## src/design/sdrr_pkg.sv

```systemverilog
// Shared types and constants for the SD SPI-mode response receiver.
package sdrr_pkg;

   localparam int LENGTH_W             = 12;
   localparam int LENGTH_CAP_LIMIT     = 4095;
   localparam int DEF_MAX_LENGTH       = 2048;
   localparam int DEF_TOKEN_POLL_LIMIT = 1500;

   localparam int RESP_POLLS  = 9;
   localparam int REG_POLLS   = 8;
   localparam int DRESP_POLLS = 18;

   localparam logic [7:0] FILL_BYTE   = 8'hFF;
   localparam logic [7:0] START_TOKEN = 8'hFE;
   localparam logic [7:0] DRESP_MASK  = 8'h1F;
   localparam logic [7:0] DRESP_OK    = 8'h05;
   localparam logic [1:0] CRC_BYTES   = 2'd2;

   typedef enum logic {
      ACT_START = 1'b0,
      ACT_BYTE  = 1'b1
   } sdrr_action_type;

   typedef enum logic [1:0] {
      MODE_CMD_RESP = 2'd0,
      MODE_REG_READ = 2'd1,
      MODE_BLOCK    = 2'd2,
      MODE_DRESP    = 2'd3
   } sdrr_mode_type;

   typedef enum logic [2:0] {
      PH_IDLE       = 3'd0,
      PH_WAIT_RESP  = 3'd1,
      PH_WAIT_REG   = 3'd2,
      PH_PAYLOAD    = 3'd3,
      PH_WAIT_TOKEN = 3'd4,
      PH_BLOCK      = 3'd5,
      PH_CRC        = 3'd6,
      PH_WAIT_DRESP = 3'd7
   } sdrr_phase_type;

   typedef struct packed {
      logic [7:0] out_byte;
      logic       is_data;
      logic       done_res;
      logic       status;
   } sdrr_result_type;

endpackage

```

## src/design/sdrr_req_if.sv

```systemverilog
// Request channel interface: start items and received MISO bytes.
interface sdrr_req_if;
   import sdrr_pkg::*;

   logic                valid;
   logic                ready;
   logic                action;
   logic [1:0]          mode;
   logic [LENGTH_W-1:0] length;
   logic [7:0]          rx_byte;

   modport source (output valid, action, mode, length, rx_byte, input ready);
   modport sink   (input valid, action, mode, length, rx_byte, output ready);
endinterface

```

## src/design/sdrr_rsp_if.sv

```systemverilog
// Response channel interface: kept bytes and transaction completion.
interface sdrr_rsp_if;
   logic       valid;
   logic       ready;
   logic [7:0] out_byte;
   logic       is_data;
   logic       done_res;
   logic       status;

   modport source (output valid, out_byte, is_data, done_res, status, input ready);
   modport sink   (input valid, out_byte, is_data, done_res, status, output ready);
endinterface

```

## src/design/sdrr_step.sv

```systemverilog
// Per-item next-state and result logic of the response receiver.
module sdrr_step #(
   parameter int CAP              = sdrr_pkg::DEF_MAX_LENGTH,
   parameter int TOKEN_POLL_LIMIT = sdrr_pkg::DEF_TOKEN_POLL_LIMIT,
   parameter int BL_W             = 12,
   parameter int PC_W             = 11
) (
   input  logic                          action,
   input  logic [1:0]                    mode,
   input  logic [sdrr_pkg::LENGTH_W-1:0] length,
   input  logic [7:0]                    rx_byte,
   input  sdrr_pkg::sdrr_phase_type      phase,
   input  sdrr_pkg::sdrr_mode_type       active_mode,
   input  logic [BL_W-1:0]               bytes_left,
   input  logic [PC_W-1:0]               poll_count,
   input  logic [1:0]                    crc_left,
   output sdrr_pkg::sdrr_phase_type      phase_in,
   output sdrr_pkg::sdrr_mode_type       active_mode_in,
   output logic [BL_W-1:0]               bytes_left_in,
   output logic [PC_W-1:0]               poll_count_in,
   output logic [1:0]                    crc_left_in,
   output logic                          emit,
   output sdrr_pkg::sdrr_result_type     result
);
   import sdrr_pkg::*;

   logic [BL_W-1:0] bl_dec;
   logic [BL_W-1:0] bl_block;
   logic [PC_W-1:0] poll_inc;
   logic [1:0]      crc_dec;
   logic [BL_W-1:0] start_len;
   logic            is_fill;
   logic            is_token;
   logic            is_dresp;
   logic            bl_last;

   assign bl_dec   = bytes_left - BL_W'(1);
   assign bl_last  = (bl_dec == '0);
   assign bl_block = {bytes_left[BL_W-1:2], 2'b00};
   assign poll_inc = poll_count + PC_W'(1);
   assign crc_dec  = crc_left - 2'd1;
   assign is_fill  = (rx_byte == FILL_BYTE);
   assign is_token = (rx_byte == START_TOKEN);
   assign is_dresp = ((rx_byte & DRESP_MASK) == DRESP_OK);

   // zero length counts as one, long lengths saturate
   always_comb begin
      if (length == '0) begin
         start_len = BL_W'(1);
      end else if (length > LENGTH_W'(CAP)) begin
         start_len = BL_W'(CAP);
      end else begin
         start_len = BL_W'(length);
      end
   end

   // next phase
   always_comb begin
      phase_in = phase;
      if (action == ACT_START) begin
         unique case (sdrr_mode_type'(mode))
            MODE_BLOCK: phase_in = PH_WAIT_TOKEN;
            MODE_DRESP: phase_in = PH_WAIT_DRESP;
            default:    phase_in = PH_WAIT_RESP;
         endcase
      end else begin
         unique case (phase)
            PH_IDLE: phase_in = PH_IDLE;
            PH_WAIT_RESP: begin
               if (!is_fill) begin
                  if (bl_last) begin
                     phase_in = PH_IDLE;
                  end else if (active_mode == MODE_REG_READ) begin
                     phase_in = PH_WAIT_REG;
                  end else begin
                     phase_in = PH_PAYLOAD;
                  end
               end else if (poll_inc >= PC_W'(RESP_POLLS)) begin
                  phase_in = PH_IDLE;
               end
            end
            PH_WAIT_REG: begin
               if (!is_fill) begin
                  phase_in = bl_last ? PH_IDLE : PH_PAYLOAD;
               end else if (poll_inc >= PC_W'(REG_POLLS)) begin
                  phase_in = PH_IDLE;
               end
            end
            PH_PAYLOAD: begin
               if (bl_last) phase_in = PH_IDLE;
            end
            PH_WAIT_TOKEN: begin
               if (is_token) begin
                  phase_in = (bl_block == '0) ? PH_CRC : PH_BLOCK;
               end else if (poll_inc >= PC_W'(TOKEN_POLL_LIMIT)) begin
                  phase_in = PH_IDLE;
               end
            end
            PH_BLOCK: begin
               if (bl_last) phase_in = PH_CRC;
            end
            PH_CRC: begin
               if (crc_dec == 2'd0) phase_in = PH_IDLE;
            end
            PH_WAIT_DRESP: begin
               if (is_dresp || poll_inc >= PC_W'(DRESP_POLLS)) phase_in = PH_IDLE;
            end
            default: phase_in = PH_IDLE;
         endcase
      end
   end

   // counters and result
   always_comb begin
      active_mode_in = active_mode;
      bytes_left_in  = bytes_left;
      poll_count_in  = poll_count;
      crc_left_in    = crc_left;
      emit           = 1'b0;
      result         = '{out_byte: rx_byte, is_data: 1'b0, done_res: 1'b0, status: 1'b0};
      if (action == ACT_START) begin
         active_mode_in = sdrr_mode_type'(mode);
         bytes_left_in  = start_len;
         poll_count_in  = '0;
         crc_left_in    = 2'd0;
      end else begin
         unique case (phase)
            PH_IDLE: emit = 1'b0;
            PH_WAIT_RESP, PH_WAIT_REG: begin
               poll_count_in = poll_inc;
               if (!is_fill) begin
                  bytes_left_in   = bl_dec;
                  emit            = 1'b1;
                  result.is_data  = 1'b1;
                  result.done_res = bl_last;
                  if (!bl_last) poll_count_in = '0;
               end else if (poll_inc >= PC_W'((phase == PH_WAIT_RESP) ? RESP_POLLS
                                                                      : REG_POLLS)) begin
                  emit            = 1'b1;
                  result.done_res = 1'b1;
                  result.status   = 1'b1;
               end
            end
            PH_PAYLOAD: begin
               bytes_left_in   = bl_dec;
               emit            = 1'b1;
               result.is_data  = 1'b1;
               result.done_res = bl_last;
               if (!bl_last) poll_count_in = '0;
            end
            PH_WAIT_TOKEN: begin
               poll_count_in = poll_inc;
               if (is_token) begin
                  bytes_left_in = bl_block;
                  crc_left_in   = CRC_BYTES;
               end else if (poll_inc >= PC_W'(TOKEN_POLL_LIMIT)) begin
                  emit            = 1'b1;
                  result.done_res = 1'b1;
                  result.status   = 1'b1;
               end
            end
            PH_BLOCK: begin
               bytes_left_in  = bl_dec;
               emit           = 1'b1;
               result.is_data = 1'b1;
               if (bl_last) crc_left_in = CRC_BYTES;
            end
            PH_CRC: begin
               crc_left_in = crc_dec;
               if (crc_dec == 2'd0) begin
                  emit            = 1'b1;
                  result.done_res = 1'b1;
               end
            end
            PH_WAIT_DRESP: begin
               poll_count_in = poll_inc;
               if (is_dresp) begin
                  emit            = 1'b1;
                  result.is_data  = 1'b1;
                  result.done_res = 1'b1;
               end else if (poll_inc >= PC_W'(DRESP_POLLS)) begin
                  emit            = 1'b1;
                  result.done_res = 1'b1;
                  result.status   = 1'b1;
               end
            end
            default: emit = 1'b0;
         endcase
      end
   end
endmodule

```

## src/design/sd_spi_response_receiver_unit.sv

```systemverilog
// Top level of the SD SPI-mode response receiver.
//
// Usage:
//  - req_chan carries one transaction per item. action = start loads a
//    mode (command response, register read, data block read, data
//    response) and the expected reply length; action = byte delivers one
//    byte read from MISO. A start while busy drops the running reply.
//  - rsp_chan carries zero or one result per request: kept response and
//    payload bytes (is_data = 1), and a final result with done_res = 1 and
//    status (1 = timeout waiting for the response, token or data response).
//  - Wait-phase fill bytes short of a timeout, the start token and the first CRC byte emit nothing.
//  - Latency: a result shows on rsp_chan the cycle after its request is
//    accepted. Throughput: one request per cycle unless stalled; the per-byte state
//    update is a single pass of small compare and decrement logic.
//  - Stall: the result register holds while rsp_chan.ready is low, and
//    req_chan.ready drops only while a result waits and is not being taken.
//  - Reset (synchronous, active high) returns to idle with an empty result
//    register; bytes that arrive while idle are dropped.
module sd_spi_response_receiver_unit #(
   parameter int MAX_LENGTH       = sdrr_pkg::DEF_MAX_LENGTH,
   parameter int TOKEN_POLL_LIMIT = sdrr_pkg::DEF_TOKEN_POLL_LIMIT
) (
   input logic       clock,
   input logic       reset,
   sdrr_req_if.sink  req_chan,
   sdrr_rsp_if.source rsp_chan
);
   import sdrr_pkg::*;

   localparam int CAP      = (MAX_LENGTH > LENGTH_CAP_LIMIT) ? LENGTH_CAP_LIMIT : MAX_LENGTH;
   localparam int BL_W     = $clog2(CAP + 1);
   localparam int POLL_MAX = (TOKEN_POLL_LIMIT > DRESP_POLLS) ? TOKEN_POLL_LIMIT : DRESP_POLLS;
   localparam int PC_W     = $clog2(POLL_MAX + 1);

   sdrr_phase_type  phase_ff, phase_in;
   sdrr_mode_type   mode_ff, mode_in;
   logic [BL_W-1:0] bytes_left_ff, bytes_left_in;
   logic [PC_W-1:0] poll_ff, poll_in;
   logic [1:0]      crc_ff, crc_in;
   logic            rsp_valid_ff, rsp_valid_in;
   sdrr_result_type result_ff, result_in;
   logic            emit;
   logic            req_ready;
   logic            accept;

   // a waiting result blocks new requests only while it is not being taken
   assign req_ready      = !rsp_valid_ff || rsp_chan.ready;
   assign accept         = req_chan.valid && req_ready;
   assign req_chan.ready = req_ready;

   sdrr_step #(
      .CAP              (CAP),
      .TOKEN_POLL_LIMIT (TOKEN_POLL_LIMIT),
      .BL_W             (BL_W),
      .PC_W             (PC_W)
   ) u_step (
      .action         (req_chan.action),
      .mode           (req_chan.mode),
      .length         (req_chan.length),
      .rx_byte        (req_chan.rx_byte),
      .phase          (phase_ff),
      .active_mode    (mode_ff),
      .bytes_left     (bytes_left_ff),
      .poll_count     (poll_ff),
      .crc_left       (crc_ff),
      .phase_in       (phase_in),
      .active_mode_in (mode_in),
      .bytes_left_in  (bytes_left_in),
      .poll_count_in  (poll_in),
      .crc_left_in    (crc_in),
      .emit           (emit),
      .result         (result_in)
   );

   // output register occupancy
   always_comb begin
      rsp_valid_in = rsp_valid_ff;
      if (rsp_chan.ready) rsp_valid_in = 1'b0;
      if (accept && emit) rsp_valid_in = 1'b1;
   end

   always_ff @(posedge clock) begin
      if (reset) begin
         phase_ff      <= PH_IDLE;
         mode_ff       <= MODE_CMD_RESP;
         bytes_left_ff <= '0;
         poll_ff       <= '0;
         crc_ff        <= 2'd0;
         rsp_valid_ff  <= 1'b0;
      end else begin
         rsp_valid_ff <= rsp_valid_in;
         if (accept) begin
            phase_ff      <= phase_in;
            mode_ff       <= mode_in;
            bytes_left_ff <= bytes_left_in;
            poll_ff       <= poll_in;
            crc_ff        <= crc_in;
         end
      end
   end

   // result payload, no reset needed
   always_ff @(posedge clock) begin
      if (accept && emit) result_ff <= result_in;
   end

   assign rsp_chan.valid    = rsp_valid_ff;
   assign rsp_chan.out_byte = result_ff.out_byte;
   assign rsp_chan.is_data  = result_ff.is_data;
   assign rsp_chan.done_res = result_ff.done_res;
   assign rsp_chan.status   = result_ff.status;

   // a start always leaves the block busy
   a_start_busy: assert property (@(posedge clock) disable iff (reset)
      accept && req_chan.action == ACT_START |=> phase_ff != PH_IDLE)
      else $error("start transaction did not leave idle");

   // a final result always returns the block to idle
   a_done_idle: assert property (@(posedge clock) disable iff (reset)
      accept && emit && result_in.done_res |=> phase_ff == PH_IDLE)
      else $error("final result did not return to idle");

   // a timeout is always final and never carries data
   a_timeout_final: assert property (@(posedge clock) disable iff (reset)
      rsp_valid_ff && result_ff.status |-> result_ff.done_res && !result_ff.is_data)
      else $error("timeout result not final or marked as data");

   // CRC phase never runs with an exhausted CRC count
   a_crc_count: assert property (@(posedge clock) disable iff (reset)
      phase_ff == PH_CRC |-> crc_ff != 2'd0)
      else $error("CRC phase with zero CRC bytes left");

   // no result is produced from idle
   a_idle_silent: assert property (@(posedge clock) disable iff (reset)
      accept && phase_ff == PH_IDLE && req_chan.action == ACT_BYTE |=> !rsp_valid_ff
         || $past(rsp_valid_ff && !rsp_chan.ready) || !$past(rsp_chan.ready) && $past(rsp_valid_ff))
      else $error("result produced while idle");
endmodule
```

## src/flat_wrapper.sv

```systemverilog
// flat-port wrapper written by rule: the top's interface ports become plain ports
module sd_spi_response_receiver_unit_flat import sdrr_pkg::*;
#(
   parameter int MAX_LENGTH       = sdrr_pkg::DEF_MAX_LENGTH,
   parameter int TOKEN_POLL_LIMIT = sdrr_pkg::DEF_TOKEN_POLL_LIMIT
)
  (clock, reset, req_chan_valid, req_chan_action, req_chan_mode, req_chan_length, req_chan_rx_byte, req_chan_ready, rsp_chan_valid, rsp_chan_out_byte, rsp_chan_is_data, rsp_chan_done_res, rsp_chan_status, rsp_chan_ready);
  sdrr_req_if req_chan_i ();
  sdrr_rsp_if rsp_chan_i ();
  input logic clock;
  input logic reset;
  input wire logic [$bits(req_chan_i.valid)-1:0] req_chan_valid;
  input wire logic [$bits(req_chan_i.action)-1:0] req_chan_action;
  input wire logic [$bits(req_chan_i.mode)-1:0] req_chan_mode;
  input wire logic [$bits(req_chan_i.length)-1:0] req_chan_length;
  input wire logic [$bits(req_chan_i.rx_byte)-1:0] req_chan_rx_byte;
  output wire logic [$bits(req_chan_i.ready)-1:0] req_chan_ready;
  output wire logic [$bits(rsp_chan_i.valid)-1:0] rsp_chan_valid;
  output wire logic [$bits(rsp_chan_i.out_byte)-1:0] rsp_chan_out_byte;
  output wire logic [$bits(rsp_chan_i.is_data)-1:0] rsp_chan_is_data;
  output wire logic [$bits(rsp_chan_i.done_res)-1:0] rsp_chan_done_res;
  output wire logic [$bits(rsp_chan_i.status)-1:0] rsp_chan_status;
  input wire logic [$bits(rsp_chan_i.ready)-1:0] rsp_chan_ready;
  assign req_chan_i.valid = req_chan_valid;
  assign req_chan_i.action = req_chan_action;
  assign req_chan_i.mode = req_chan_mode;
  assign req_chan_i.length = req_chan_length;
  assign req_chan_i.rx_byte = req_chan_rx_byte;
  assign req_chan_ready = req_chan_i.ready;
  assign rsp_chan_valid = rsp_chan_i.valid;
  assign rsp_chan_out_byte = rsp_chan_i.out_byte;
  assign rsp_chan_is_data = rsp_chan_i.is_data;
  assign rsp_chan_done_res = rsp_chan_i.done_res;
  assign rsp_chan_status = rsp_chan_i.status;
  assign rsp_chan_i.ready = rsp_chan_ready;
  sd_spi_response_receiver_unit #(.MAX_LENGTH(MAX_LENGTH), .TOKEN_POLL_LIMIT(TOKEN_POLL_LIMIT)) u_core (.clock(clock), .reset(reset), .req_chan(req_chan_i), .rsp_chan(rsp_chan_i));
endmodule
```

## config.mk

```make
export PLATFORM = sky130hd
export DESIGN_NAME = sd_spi_response_receiver_unit_flat
export DESIGN_NICKNAME = d
export VERILOG_FILES = /design/src/design/sdrr_pkg.sv /design/src/design/sdrr_req_if.sv /design/src/design/sdrr_rsp_if.sv /design/src/design/sdrr_step.sv /design/src/design/sd_spi_response_receiver_unit.sv /design/src/flat_wrapper.sv
export SDC_FILE = /design/constraint.sdc
export NUM_CORES = 1
export LEC_CHECK = 0
export ABC_AREA = 1
export BUFFER_PORTS_ARGS = -buffer_cell sky130_fd_sc_hd__buf_4
export CORE_ASPECT_RATIO = 0.5
export CORE_MARGIN = 5
export CORE_UTILIZATION = 25
export DETAILED_ROUTE_END_ITERATION = 12
export GPL_TIMING_DRIVEN = 0
export PLACE_DENSITY = 0.49
export REMOVE_ABC_BUFFERS = 1
export SYNTH_ARGS = -nofsm -noshare
export SYNTH_HDL_FRONTEND = slang
export SYNTH_SLANG_ARGS = --single-unit
```

## constraint.sdc

```tcl
create_clock -name clock -period 6.3 [get_ports clock]
set_input_delay 0.945 -clock clock [delete_from_list [all_inputs] [get_ports clock]]
set_output_delay 0.945 -clock clock [all_outputs]
set_load 0.05 [all_outputs]
```

==> metrics.md, run 1 <==
| Metric | Value |
|---|---|
| Async SR Flop Fraction | 0% |
| Core Box Area | 12000 sq um |
| TritonCTS clock tree | built |
| DRC | 0 |
| Number of I/O port buffers | 39 |
| Worst path required time | 6.54 ns |
| Share of cells above drive strength 1 | 14.4% |
| Peak VDD IR | 0.000124 V |
| Slowest CP cell | clkinv_1 |
| Die footprint | 14800 sq um |
| Crit path DAT | 3.25 ns |
| Clk root buf | clkbuf_16 |
| Slew Limit Fails | 0 |
| Met2 GRT Util | 21.2% |
| RSZ-0062 raised after global routing | no |
| Post-CTS Setup Bufs | 0 |
| Die Y | 88.7 um |
| PostCTS Resize Cnt | 0 |
| GPL Wtd Cong | 0.845 |
| Synthesized flop and latch total | 42 |
| Final Cell Area | 3700 sq um |
| # IOs | 40 |
| Area contributors post-synth | dfxtp_1 (20%), nand2_1 (17%), edfxtp_1 (11%) |
| Clk slew on worst S/H paths | 0.06 ns |
| Routing usage on met1 | 14.4% |
| Status | complete, no violations |
| Number of global-route vias before repair | 2962 |
| Via-to-Cell Ratio | 4.38 |
| Leak Pwr | 0.00174 uW |
| Hold Crit Class | reg -> reg |
| Hold-fix buffers, CTS | 0 |
| Kind of critical path | in -> reg |
| Register area share after synthesis | 30.7% |
| Post-DRT Antenna Nets | 0 |
| First-pass GRT wire length | 14200 um |
| Mapped cell area | 3100 sq um |
| Max H-tree Level | 2 |
| Vias | 3060 |
| Yosys warns | 0 |
| CP max FO | 18 |
| Initial DRC count | 122 |
| DPL Wire Length | 6550 um |
| Cell row count | 28 |
| DR pass1 iterations | 5 |
| Busiest grt layer | met2 |
| Clk sinks | 42 |
| R2R Path End | u_core.bytes_left_ff[7] |
| Slew HR | 44.9% |
| Critical Path End Type | register |
| Final Skew | 0.00728 ns |
| Longest Clk Path Bufs | 2 |
| Cells after Synth | 496 |
| Met3 usage | 2.37% |
| Crit path cell chain | buf_4, clkinv_1, nor3_1, inv_1, nand2_1, clkinv_1, o211ai_1, o211ai_1, inv_1 |
| Final WL | 8290 um |
| Final Hold Fails | 0 |
| Yosys top cell area share | 20.0% |
| Slew @ Worst Pin | 0.826 ns |
| Crit-path max cell delay | 0.46 ns |
| Critical path origin | req_chan_action |
| Post-synthesis cell type count | 39 |
| Synth Flop Type | dfxtp_1 |
| Initial antenna violation count | 0 |
| Worst-case reg-to-reg path depth | 11 |
| Fin crit period | 3.01 ns |
| Layout Nets | 565 |
| Max-cap viol count | 0 |
| Fmax | 0.332 GHz |
| Worst Setup EP | u_core.bytes_left_ff[7] |
| Ant. Diodes | 0 |
| # fillers | 1381 |
| # setup viols final | 0 |
| FF-to-FF setup slack | 3.71 ns |
| Syn Area/Cell | 6.24 sq um |
| Area after DPL | 3540 sq um |
| Initial Utilization | 25.8% |
| Layout area overhead | 19.6% |
| Global route overflow | 0 |
| PwrDens | 247 nW/um^2 |
| Num CTS Buffers | 5 |
| Post-synth EDFFs | 11 |
| Die Width | 167 um |
| Worst R2R Start | u_core.phase_ff[0] |
| Clock Latency Late Sink | 0.29 ns |
| Crit share post-route | 47.8% |
| CP Launch Type | input port |
| Synth area leader | dfxtp_1 |
| Total negative slack | 0 ns |
| Total power | 916 uW |
| Gr usage total | 11.8% |
| Post-layout util | 30.9% |
| Drt wl/cell | 11.9 um |
| Largest net degree at the start of global routing | 27 |
synthesized netlist by cell type (2+ instances only):
cell type and number:
a21oi_1 20, a221oi_1 2, a31oi_1 6, and3_1 2
buf_2 3, buf_6 2, clkbuf_1 4, clkinv_1 3
dfxtp_1 31, edfxtp_1 11, ha_1 6, inv_1 72
inv_2 2, nand2_1 138, nand2_2 6, nand3_1 43
nand3_2 2, nand4_1 7, nor2_1 62, nor2_2 9
nor2_4 7, nor3_1 6, nor4_1 3, o211ai_1 5
o21ai_0 20, o21ai_1 10, xor2_1 2
layout by cell type, fill, tap and decap left out, types with 2 or more instances in the layout:
cell type,instances
nand4_1,7
a221oi_1,2
inv_1,72
nor2_4,7
nor2_1,62
inv_2,2
o21ai_0,20
nor4_1,3
nor2_2,9
o21ai_1,10
xor2_1,2
and3_1,2
edfxtp_1,11
a21oi_1,20
nand3_2,2
dfxtp_1,31
clkinv_1,3
nand2_2,6
o211ai_1,5
a31oi_1,6
nand2_1,138
nand3_1,43
clkbuf_16,5
nor3_1,6
ha_1,6
buf_4,39
layout make-up:
type | instances | area, sq um | area share, %
multi-input cells | 367 | 1800 | 48.5
flip-flops and latches | 42 | 951 | 25.7
repair buffers | 39 | 293 | 7.91
inverters | 77 | 289 | 7.80
well taps | 165 | 206 | 5.57
clock buffers | 6 | 130 | 3.51
clock inverters | 2 | 37.5 | 1.01
metrics by stage:
stage / hold WS (ns) / cells / worst slack, ns
detailed placement: 0.451 / 690 / 2.94
finish: 0.454 / 698 / 3.29
floorplan: 0.432 / 486 / 3.93
CTS: 0.460 / 698 / 3.26
global route: 0.480 / 698 / 2.96
global placement: 0.452 / 690 / 2.90
per-layer routing:
metal  part of all wire [%]  vias to the layer above
met5                      0                        -
met3                    2.8                        9
li1                       -                     1669
met1                     48                     1343
met2                     48                       39
met4                    1.4                        0
cells by family after synthesis:
family	count (synthesis)	synth area share [%]
simple gates	290	42.4
buf+inv	87	11.3
compound gates	69	12.6
flops	42	30.7
fa+ha+maj	6	2.42
xor+xnor	2	0.566
registers in the layout, indices dropped and copies added, names as in the netlist:
signal and flops:
u_core.poll_ff 11, u_core.mode_ff 2, u_core.rsp_chan.out_byte 8, u_core.rsp_chan.is_data 1
u_core.rsp_chan.status 1, u_core.phase_ff 3, u_core.rsp_chan.done_res 1, u_core.rsp_chan.valid 1
u_core.crc_ff 2, u_core.bytes_left_ff 12
worst max-delay path, delay by kind of cell:
family	cells	cell delay, ns
buffers and inverters	5	1.17
and+or+nand+nor	2	0.76
AOI/OAI and AO/OA	2	0.37
worst min-delay path by stage:
stage                   endpoint  cells after the start  slack [ns]               from
2_1_floorplan  u_core.mode_ff[1]                      2        0.43  u_core.mode_ff[1]
3_3_place_gp    u_core.crc_ff[1]                      2        0.45   u_core.crc_ff[1]
3_5_place_dp    u_core.crc_ff[1]                      2        0.45   u_core.crc_ff[1]
4_1_cts         u_core.crc_ff[1]                      2        0.46   u_core.crc_ff[1]
5_1_grt        u_core.mode_ff[1]                      2        0.48  u_core.mode_ff[1]
6_report        u_core.crc_ff[1]                      2        0.45   u_core.crc_ff[1]
power breakdown:
group	switching, uW	leakage (uW)	internal (uW)
logic	188	0.00130	98.6
registers	28.0	0.000357	302
clock network	110	0.0000800	189
(Power assumes the default switching activity.)
==> inputs of run 2 (changes only) <==
- PLACE_DENSITY: 0.49 -> 0.5
- clock period: 6.3 -> 2.5 ns (I/O delays scaled with it)
==> metrics.md, run 2 (same netlist as run 1, synthesis figures left out) <==
| Metric | Value |
|---|---|
| DP Worst Slack | -0.211 ns (-3.15 ns) |
| First-pass GRT wire length | 14400 um (+1.1%) |
| Critical Path End Type | register |
| Ant. Diodes | 0 (unchanged) |
| Core Box Area | 12000 sq um (unchanged) |
| Number of I/O port buffers | 39 (unchanged) |
| Fmax | 0.437 GHz |
| Share of cells above drive strength 1 | 16.5% (+2.0 points) |
| Gr usage total | 11.8% (-0.024 points) |
| Largest net degree at the start of global routing | 27 (unchanged) |
| CP max FO | 9 (-9) |
| # setup viols final | 0 (unchanged) |
| Number of global-route vias before repair | 3050 (+3.0%) |
| Setup slack after layout | 0.212 ns (-3.08 ns) |
| Initial Utilization | 25.8% (unchanged) |
| Biggest register | u_core.bytes_left_ff |
| Clk slew on worst S/H paths | 0.06 ns (about the same) |
| Kind of critical path | reg -> reg |
| Most common cell after layout, fill and taps aside | nand2_1 |
| Die Y | 88.7 um (unchanged) |
| Clk sinks | 42 (unchanged) |
| Drt wl/cell | 12.2 um (+2.9%) |
| Total negative slack | 0 ns (unchanged) |
| Post-DRT Antenna Nets | 0 (unchanged) |
| Vias | 3098 (+1.2%) |
| Worst path required time | 2.52 ns (-4.02 ns) |
| Layout area overhead | 20.7% |
| Slew Limit Fails | 0 (unchanged) |
| PwrDens | 596 nW/um^2 (+140%) |
| Global route overflow | 0 (unchanged) |
| Hold Crit Class | in -> reg |
| # IOs | 40 (unchanged) |
| Die Width | 167 um (unchanged) |
| Via-to-Cell Ratio | 4.43 (+1.1%) |
| Initial antenna violation count | 0 (unchanged) |
| Cell row count | 28 (unchanged) |
| Crit share post-route | 91.5% |
| Commonest cells after routing, fill and taps aside | nand2_1 (136), inv_1 (71), nor2_1 (62) |
| Slew HR | 39.7% (-5.1 points) |
| Slew @ Worst Pin | 0.903 ns (+0.0768 ns) |
| Clock Latency Late Sink | 0.29 ns (about the same) |
| Longest Clk Path Bufs | 2 (unchanged) |
| Layout Nets | 566 (+0.18%) |
| Peak VDD IR | 0.000293 V (+140%) |
| DRC | 0 (unchanged) |
| CP Launch Type | register |
| GPL Wtd Cong | 0.846 (+0.17%) |
| Max H-tree Level | 2 (unchanged) |
| Final WL | 8550 um (+3.1%) |
| Initial DRC count | 173 (+42%) |
| Leak Pwr | 0.00174 uW (+0.13%) |
| Max-cap viol count | 0 (unchanged) |
| Crit path DAT | 2.31 ns (-0.94 ns) |
| Clk root buf | clkbuf_16 |
| DPL Wire Length | 6580 um (+0.48%) |
| Num CTS Buffers | 5 (unchanged) |
| TritonCTS clock tree | built |
| RSZ-0062 raised after global routing | no |
| Hold-fix buffers, CTS | 0 (unchanged) |
| Final Skew | 0.00862 ns (+0.00133 ns) |
| Status | complete, no violations |
| Max reg flops | 12 (unchanged) |
| DR pass1 iterations | 4 (-1) |
| Die footprint | 14800 sq um (unchanged) |
| Fin crit period | 2.29 ns |
| Final Hold Fails | 0 (unchanged) |
## run 2: worst paths after layout
check / from / to / slack [ns] / depth (start not counted)
hold reg to reg: u_core.crc_ff[1] / u_core.crc_ff[1] / 0.46 / 2
setup reg to reg: u_core.phase_ff[1] / u_core.rsp_chan.out_byte[2] / 0.21 / 10
hold / removal: req_chan_rx_byte[6] / u_core.rsp_chan.out_byte[6] / 0.27 / 1
setup / recovery: u_core.phase_ff[1] / u_core.rsp_chan.out_byte[2] / 0.21 / 10
## run 2: where the power goes
group          switching (uW)  leakage (uW)  total, uW  internal (uW)
clock                     281     0.0000706        648            368
combinational             489       0.00131        742            254
sequential               72.9      0.000358        836            763
total                     842       0.00174       2230           1380
## run 2: final cells by class
type | instances | area (sq um)
repair buffers | 39 | 293
flip-flops and latches | 42 | 955
multi-input cells | 367 | 1840
well taps | 165 | 206
inverters | 77 | 294
clock inverters | 2 | 10.0
clock buffers | 6 | 129
repair inverters | 1 | 7.51
fillers | 1377 | 8240
## run 2: per-stage QoR
step / power, uW / cells / utilization (%) / hold WS [ns] / instance area [sq um]
final: 2230 / 699 / 31.2 / 0.270 / 3740
after floorplan: 1380 / 486 / - / 0.432 / 3040
after global placement: 1570 / 690 / 29.5 / 0.451 / 3540
after detailed placement: 1580 / 690 / 29.5 / 0.453 / 3540
after global routing: 2390 / 699 / 31.2 / 0.266 / 3740
after CTS: 2240 / 699 / 30.8 / 0.264 / 3690
## run 2: worst max-delay path, cell delays in order (launching register included)
cell and delay, ns:
dfxtp_1 0.49, nor2_1 0.09, nand2_1 0.08, inv_1 0.06, ha_1 0.28, o31ai_1 0.26
nand3_1 0.15, o21ai_1 0.21, nand2_1 0.13, nand2_4 0.11, clkinvlp_4 0.17
## run 2: metal layers
layer	global-route usage (%)	routed length (um)	vias up
met4	2.80	73	0
met1	14.7	4130	1377
met5	0	0	-
met2	21.4	4150	40
li1	-	-	1675
met3	2.10	197	6
## run 2: repair_timing
| action | CTS | global route |
|---|---|---|
| resized for setup | 5 | 12 |
| pin swaps | 0 | 1 |
| setup buffers | 0 | 0 |
| setup endpoints to repair | 13 | 30 |
| hold endpoints to repair | 0 | 0 |
| cloned | 1 | 0 |
